## src/design/mma_ram.sv

```systemverilog
// Generic single-write, single-read synchronous RAM with registered read data.
`default_nettype none

module mma_ram #(
  parameter int WIDTH = 8,
  parameter int DEPTH = 16,
  localparam int AW   = (DEPTH > 1) ? $clog2(DEPTH) : 1
) (
  input  wire logic             clk,
  input  wire logic             wr_en,
  input  wire logic [AW-1:0]    wr_addr,
  input  wire logic [WIDTH-1:0] wr_data,
  input  wire logic             rd_en,
  input  wire logic [AW-1:0]    rd_addr,
  output logic      [WIDTH-1:0] rd_data
);

  logic [WIDTH-1:0] mem [DEPTH];

  always_ff @(posedge clk) begin
    if (wr_en) begin
      mem[wr_addr] <= wr_data;
    end
  end

  always_ff @(posedge clk) begin
    if (rd_en) begin
      rd_data <= mem[rd_addr];
    end
  end

endmodule

`default_nettype wire

```

## config.mk

```make
export PLATFORM = sky130hd
export DESIGN_NAME = mma_ram
export DESIGN_NICKNAME = d
export VERILOG_FILES = /design/src/design/mma_ram.sv
export SDC_FILE = /design/constraint.sdc
export NUM_CORES = 1
export LEC_CHECK = 0
export BUFFER_PORTS_ARGS = -buffer_cell sky130_fd_sc_hd__buf_2
export CAP_MARGIN = 20
export CORE_UTILIZATION = 50
export CTS_BUF_LIST = sky130_fd_sc_hd__clkbuf_8
export DETAILED_ROUTE_END_ITERATION = 8
export HOLD_SLACK_MARGIN = 0.06
export PLACE_DENSITY = 0.69
export SLEW_MARGIN = 30
export SYNTH_ARGS = -nofsm -noshare
export SYNTH_HDL_FRONTEND = slang
export SYNTH_SLANG_ARGS = --single-unit
```

## constraint.sdc

```tcl
create_clock -name clk -period 2.11 [get_ports clk]
set_input_delay 0.1055 -clock clk [delete_from_list [all_inputs] [get_ports clk]]
set_output_delay 0.1055 -clock clk [all_outputs]
set_load 0.01 [all_outputs]
```

Word-level counts from Yosys, hierarchy flattened
Memories as Yosys holds them, arrays and structs flattened. A register that Yosys moved wholly into a read port is not among the register bits.
Index checks and enable logic that the tools add are counted.
- memories: 1
- output and inout bits: 8
- flip-flop bits (word level): 0
- memory bits (writable): 128
- multiplexer cells: 2
- memory list (name ; words ; bits a word ; rd ports ; clocked after Yosys merged registers in ; wr ports ; line ; RTL):
    mem ; 16 ; 8 ; 1 ; 1 ; 1 ; 18 ; logic [WIDTH-1:0] mem [DEPTH];
- operators by type and width (kind ; count):
    1-bit 2-to-1 mux ; 2

Logic depth before layout (Yosys ltp)
Gate-level depths: netlist of run 1.
- depth in word-level cells: 2
- depth in mapped cells: 5
- gate-level depth less buffers: 3

Worst setup path after synthesis of run 1
No wires, ideal clock.
- path kind: input to register
- start point: input wr_addr[2]
- end point: memory mem[0][0] (enable)
- path slack: 512 ps
- setup time: 383 ps
- data required time: 1727 ps
- stages: 2
- data arrival time: 1215 ps
- path through: or3b_2 -> nor3_1
- RTL lines (item ; line ; RTL):
    start, declared ; 11 ; input wire logic [AW-1:0] wr_addr,
    end, declared ; 18 ;
Straight into the memory's write port.

==> results of run 1 <==
[power by group through the flow]
| stage | logic [mW] | clock network, mW | registers (mW) |
|---|---|---|---|
| floorplan | 0.154 | 0 | 3.12 |
| global placement | 0.279 | 0 | 3.11 |
| detailed placement | 0.284 | 0 | 3.12 |
| CTS | 0.294 | 2.10 | 3.06 |
| global route | 0.313 | 2.21 | 3.06 |
| finish | 0.289 | 2.08 | 3.06 |
[final cells by class]
| cell class | instances | share of cell area |
|---|---|---|
| clock buffers | 17 | 0.03833 |
| clock inverters | 15 | 0.02623 |
| multi-input cells | 83 | 0.1732 |
| flip-flops and latches | 136 | 0.6690 |
| well taps | 133 | 0.02726 |
| repair buffers | 55 | 0.06600 |
[cells in the mapped netlist]
library cell	instances	area share
mux4_2	18	0.078
edfxtp_1	136	0.78
clkdlybuf4s25_2	3	0.0057
buf_2	3	0.0029
nand3b_1	2	0.0029
nor2_1	13	0.0093
buf_6	3	0.0065
or3b_2	1	0.0017
nor3_1	4	0.0038
and2_1	1	0.0012
nand3_1	1	0.00096
nor2b_1	1	0.0012
and2b_1	1	0.0014
a22oi_1	16	0.023
nand2b_1	2	0.0024
buf_4	1	0.0014
mux4_1	14	0.070
nand2_1	9	0.0065
[path summary, 6_finish.rpt]
check | cells after the start | startpoint | end
min reg2reg | 3 | mem[8][5] | rd_data[5]
min | 1 | wr_data[1] | mem[7][1]
max reg2reg | 3 | mem[1][1] | rd_data[1]
max | 3 | mem[1][1] | rd_data[1]
[sequential cells by signal, summed over array words and instances, names as in the netlist]
| signal | count |
|---|---|
| mem | 128 |
| rd_data | 8 |
[cell usage in the layout, fill, tap and decap left out, types with 5 or more instances in the layout]
cell	netlist	layout
nor2_1	13	13
edfxtp_1	136	136
a22oi_1	16	16
nand2_1	9	9
clkbuf_8	0	17
buf_4	1	19
buf_2	3	26
dlygate4sd3_1	0	7
mux4_2	18	18
mux4_1	14	14
clkinv_2	0	5
[repair_timing]
item | 4_1_cts | 5_1_grt
hold buffers | 7 | 0
buffers inserted | 0 | 0
hold endpoints to repair | 104 | 0
[layer usage]
| metal | global-route usage | share of wire |
|---|---|---|
| met3 | 0.05702 | 0.055 |
| met2 | 0.3043 | 0.52 |
| met4 | 0.06327 | 0.0061 |
| met1 | 0.2283 | 0.42 |
| met5 | 0 | 0 |
[stage by stage]
stage	util	instances	instance area (µm²)	hold WS (ps)	total power, mW
after floorplan	-	229	5228	204.4	3.272
after global placement	0.5666	400	5640	486.9	3.394
after detailed placement	0.5666	400	5640	486.2	3.402
after CTS	0.6132	439	6105	62.64	5.454
after global routing	0.6132	439	6105	75.01	5.588
final	0.6132	439	6105	81.67	5.427
[cells by family (layout without fill, tap and decap cells)]
family | count (synthesis) | count (layout) | synth area share
AOI/OAI and AO/OA | 16 | 16 | 0.02298
muxes | 32 | 32 | 0.1479
and+or+nand+nor | 35 | 35 | 0.03136
buffers and inverters | 10 | 87 | 0.01651
DFF | 136 | 136 | 0.7812
==> results.md, run 1 <==
- The share of final-layout standard cells stronger than drive strength 1 is 0.3137.
- The area of the die is 10,870 µm².
- The largest stage delay on the critical path is 510 ps.
- The region available for standard cell placement spans 9955 µm².
- The register clock-pin slew on the reported worst setup and hold paths is 70 ps.
- Across all layers, the routed design uses 2,464 vias.
- The number of violations reported at the end of detailed-routing iteration 0 is 114.
- The weighted congestion reported at the end of routability-driven placement is 0.7040.
- On the final layout, the worst clock skew is 12.81 ps.
- The total overflow reported by the global router is 0.
- The number of nets produced by synthesis is 248.
- For the finished layout, the period the worst path requires is 1498 ps.
- The internal power of the cells totals 4.323 mW.
- The share of total power dissipated in sequential elements is 0.563.
- The flow ran to the end, and the final reports show no timing, DRC or antenna violations.
- The total of buffers placed on input and output ports is 26.
- Setup repair after global routing left no endpoint under its margin.
- The netlist uses 18 different library cells.
- In this design, the largest share of critical-path delay is due to multiplexers.
- Yosys printed 0 warnings.
- CTS placed an instance of clkbuf_8 at the clock tree root.
- After detailed routing, the number of remaining DRC violations is 0.
- For this design the ratio of total power to cell area is 889.1 nW/µm².
- The site row count is 36.
- The part of the cycle the worst path needs is 0.7100.
- The die outline width is 104.3 µm.
- The maximum vdd drop is 0.3584 mV.
- The number of hold violations in the final report is 0.
- For this design the top-level I/O count stands at 27.
- The clock group share of total power is 0.383.
- STA puts the critical path data required time at 2280 ps.
- The post-detailed-route wirelength per cell is 20.59 µm.
- The first TritonRoute pass finished after 5 iterations.
- The maximum buffer depth of the clock tree is 2.
- Data arrives at the worst endpoint at 1670 ps.
- The tightest min-delay check is of the in -> reg type.
- In this run the remaining antenna-violating nets after routing total 0.
- The proportion of power drawn by combinational gates is 0.053.
- The filler cells instantiated in the layout total 677.
- The switching share of power is 0.2035.
- In the global route stage, overall resource usage came out at 0.1829.
- The relative slew slack is 0.5430.
- On the critical path, the stage with the largest delay is an instance of mux4_1.
- Counting the buffers created by CTS gives 17.
- The critical path goes through mux4_1 > a22oi_1 > nand2_1.
- From bottom edge to top edge, the die measures 104.3 µm.
- Summing all multi-input logic gate instances after layout gives 1057 µm².
- The starting density of the core is 0.5251.
- In this run, synthesis produced a sequential element count of 136.
- The number of nets in the final layout is 312.
- The clock latency reported for the late side of the worst-skew pair is 420 ps.
- The maximum number of pins on one net before global-route repair is 21.
- The sequential standard cell area is 4084 µm².
- Adding up every negative setup slack in the final design gives 0 ps.
- The post-synthesis cell area is 5228 µm².
- Dividing the synthesized area by the synthesized cell count gives 22.83 µm².
- The worst setup timing slack at the placement stage is 273.4 ps.
- The total of endpoints with negative setup slack in the final report is 0.
- After detailed routing, the number of vias per cell comes to 5.613.
- The critical path start-end classification is reg -> reg.
- The sum of buffers and inverters on the critical path is 0.
- Derived from the worst setup path, the maximum achievable clock frequency is 667.5 MHz.
- The final max-slew violation count is 0.
- The final routed wirelength across all metal layers is 9039 µm.
- The H-tree was split into 4 levels.
- The tool flagged a number of max-cap violations equal to 0.
- The worst-case register-to-register setup slack is 610 ps.
- The leakage dissipation is 2.069 nW.
- The wire length of the first global-routing pass is 14,030 µm.
- The nature of the critical path startpoint is a register.
- The sequential cell area fraction in the yosys report is 0.7812.
- The number of gates resized after CTS was 0.
- The CTS tree is done.
- Synthesis handed over a netlist of 229 instances.
- The via count of the first global-routing pass is 2,549.
- Setup slack on the critical path of the routed design comes to 612.0 ps.
- The nature of the critical path endpoint is a register.
- The reported net switching power is 1.105 mW.
- The initial antenna violation count is 0.
- The antenna cell count is 0.
- The actual transition at the worst max-transition pin is 683.0 ps.
- The peak fanout along the critical path is 1.
- The area overhead of the layout relative to synthesis is 16.78%.
- The half-perimeter wire length after placement is 5948 µm.
- The number of sinks driven by the clock tree is 136.
No activity file was read; power rests on OpenSTA's default activity.
==> inputs of run 2 (changes only) <==
Settings changed: PLACE_DENSITY 0.69 to 0.72.
Clock period 2.11 ns to 1.29 ns, I/O delays scaled along.
==> run 2 against run 1 <==
Against the previous run: the flow now finishes with violations (setup timing); clock power rose by 69%; hold slack improved by 120 ps; clock-buffer cell count unchanged; via count is 0.69% lower; critical path type unchanged.
==> results.md, run 2 (same netlist as run 1, synthesis figures left out) <==
- The number of I/O pins is 27 (unchanged).
- The run finished, with violations left.
- The via density per instance is 5.487 (-2.2%).
- The placeable core region is 9955 µm² (unchanged).
- TritonCTS built the clock tree.
- The min-delay analysis places its worst path in the category in -> reg.
- The sum of internal, switching and leakage power is 9.030 mW (+66%).
- The largest registers in the layout are mem (128), rd_data (8).
- The peak fanout along the critical path is 1 (unchanged).
- The area overhead of the layout relative to synthesis is 18.33%.
- The post-detailed-route wirelength per cell is 20.58 µm (about the same).
- The nature of the critical path endpoint is a register.
- The via count is 2,447 (-0.69%).
- Setup repair after global routing could not meet its margin everywhere.
- The achievable frequency came to 694.5 MHz (+4.0%).
- The number of nets in the final layout is 319 (+2.2%).
- The library cell used most frequently in the layout, excluding fill and tap cells, is edfxtp_1.
- The worst register-to-register path begins at mem[3][2].
- The number of buffers created by CTS is 17 (unchanged).
- The half-perimeter wire length after placement is 6074 µm (+2.1%).
- The post-route antenna net violation count is 0 (unchanged).
- The vertical die dimension is 104.3 µm (unchanged).
- The total power per unit cell area is 1460 nW/µm² (+64%).
- The DRC violations left is 0 (unchanged).
- The initial antenna violation count is 0 (unchanged).
- The number of flip-flops under the largest register name is 128 (unchanged).
- The total of buffers placed on input and output ports was 26 (unchanged).
- The worst clock skew came to 9.671 ps (-3.141 ps).
- The worst hold slack came to 197.7 ps (+116.0 ps).
- The number of fill cells was 681 (+0.59%).
- The number of hold violations in the final report is 0 (unchanged).
- The maximum vdd drop came to 0.6231 mV (+74%).
- The checks that failed: setup timing.
- The clock group share of total power is 0.389 (+0.006).
- The site row count is 36 (unchanged).
- The reported net switching power is 1.897 mW (+72%).
- The number of violations reported at the end of detailed-routing iteration 0 is 141 (+24%).
- In the layout the commonest cells are edfxtp_1 (136), mux4_2 (27), buf_2 (26).
- The footprint of the multi-input gates came to 1064 µm² (+0.59%).
- The actual transition at the worst max-transition pin was 847.1 ps (+164.2 ps).
- The relative slew slack is 0.4341 (-0.1089).
- The sequential standard cell area is 4084 µm² (unchanged).
- The clock latency reported for the late side of the worst-skew pair is 420 ps (about the same).
- The number of sinks driven by the clock tree came to 136 (unchanged).
- The register share of total power is 0.554 (-0.009).
- The arrival time at the worst endpoint is 1610 ps (-60 ps).
- The cell depth of the worst flop-to-flop path is 3 (unchanged).
- The final sum of negative setup slack is -809.4 ps (-809.4 ps).
- The hold path depth came to 3 (+2).
- The via count of the first global-routing pass is 2,428 (-4.7%).
- The share of final-layout standard cells stronger than drive strength 1 came to 0.3834 (+0.06966).
- The non-filler instance count after layout was 446 (+1.6%).
- Tracing the worst setup path back leads to its startpoint at mem[3][2].
- The start point of the worst hold path is wr_addr[0].
- The overall track demand over capacity in global routing is 0.1842 (+0.001368).
- The cell chosen for the clock root is clkbuf_8.
- The wire length of the first global-routing pass is 13,990 µm (-0.29%).
- The register clock-pin slew on the reported worst setup and hold paths came to 80 ps (about the same).
- The switching share of power is 0.2100 (+0.006534).
- The final standard cell area without fillers came to 6186 µm² (+1.3%).
- The total of endpoints with negative setup slack in the final report is 8 (+8).
- The total instance count after detailed placement was 405 (+1.3%).
- The number of optimization iterations in the first detailed-route pass is 4 (-1).
- The worst setup slack after layout was -149.9 ps (-761.9 ps).
- mem holds more flip-flops than any other register.
- The starting density of the core is 0.5251 (unchanged).
- The total overflow reported by the global router is 0 (unchanged).
- The nature of the critical path startpoint is a register.
- The antenna cell count is 0 (unchanged).
- The number of maximum-capacitance violations is 0 (unchanged).
- The maximum level of the CTS H-tree is 4 (unchanged).
- The maximum buffer depth of the clock tree is 2 (unchanged).
- The part of the cycle the worst path needs is 1.116 (+0.4062).
- The worst-case register-to-register setup slack is -150 ps (-760 ps).
- The maximum number of pins on one net before global-route repair is 20 (-4.8%).
- The final routed wirelength across all metal layers came to 9178 µm (+1.5%).
- The minimum period implied by the final worst setup slack is 1440 ps (-58.12 ps).
- The final max-slew violation count is 0 (unchanged).
- The standard cell area after detailed placement was 5657 µm² (+0.29%).
- The leakage dissipation came to 2.074 nW (+0.23%).
- The die outline width is 104.3 µm (unchanged).
- The weighted congestion reported at the end of routability-driven placement is 0.7537 (+7.1%).
- The worst setup path is of the reg -> reg kind.
- The data required time at the worst endpoint is 1460 ps (-820 ps).
- The proportion of power drawn by combinational gates was 0.057 (+0.004).
- The area of the die is 10,870 µm² (unchanged).
- The internal power component is 7.133 mW (+65%).
-- run 2: changes by cell type in the layout (fill, tap and decap cells not counted), moves of 5 or more --
cell	change
a22oi_1	-7
a22oi_2	+7
buf_4	+5
mux4_1	-9
mux4_2	+9
-- run 2: power by group through the flow --
stage,clock [mW],combinational [mW],sequential [mW]
finish,3.52,0.512,5.00
global route,3.76,0.554,5.01
CTS,3.59,0.522,5.00
detailed placement,0,0.483,5.10
global placement,0,0.474,5.10
floorplan,0,0.261,5.10
-- run 2: critical path, stage by stage, from the launching register on --
cell and delay, ps:
edfxtp_1 380, mux4_2 490, a22oi_2 230, nand2_1 80
-- run 2: through the flow --
step	worst slack, ps	utilization
after detailed placement	-335.6	0.5683
after global placement	-343.8	0.5683
after floorplan	-40.65	-
final	-149.9	0.6214
after CTS	-169.0	0.6214
after global routing	-189.7	0.6214
-- run 2: final cells by class --
type,instances,area share
Timing Repair Buffer,62,0.07443
Sequential cell,136,0.6602
Multi-Input combinational cell,83,0.1719
Clock buffer,17,0.03782
Tap cell,133,0.02690
Clock inverter,15,0.02872
-- run 2: layer usage --
| layer | GRT usage | wire (µm) |
|---|---|---|
| met5 | 0 | 0 |
| met3 | 0.04511 | 538 |
| met1 | 0.2534 | 3941 |
| met4 | 0.08571 | 150 |
| met2 | 0.2810 | 4547 |
-- run 2: final timing paths --
check                to
max reg2reg  rd_data[2]
min           mem[0][7]
min reg2reg  rd_data[5]
max          rd_data[2]
-- run 2: timing repair --
action / CTS / global route
resized for setup: 9 / 0
hold endpoints to repair: 136 / 0
setup buffers: 0 / 0
setup endpoints to repair: 8 / 8
pin swaps: 5 / 2
hold buffers: 9 / 0
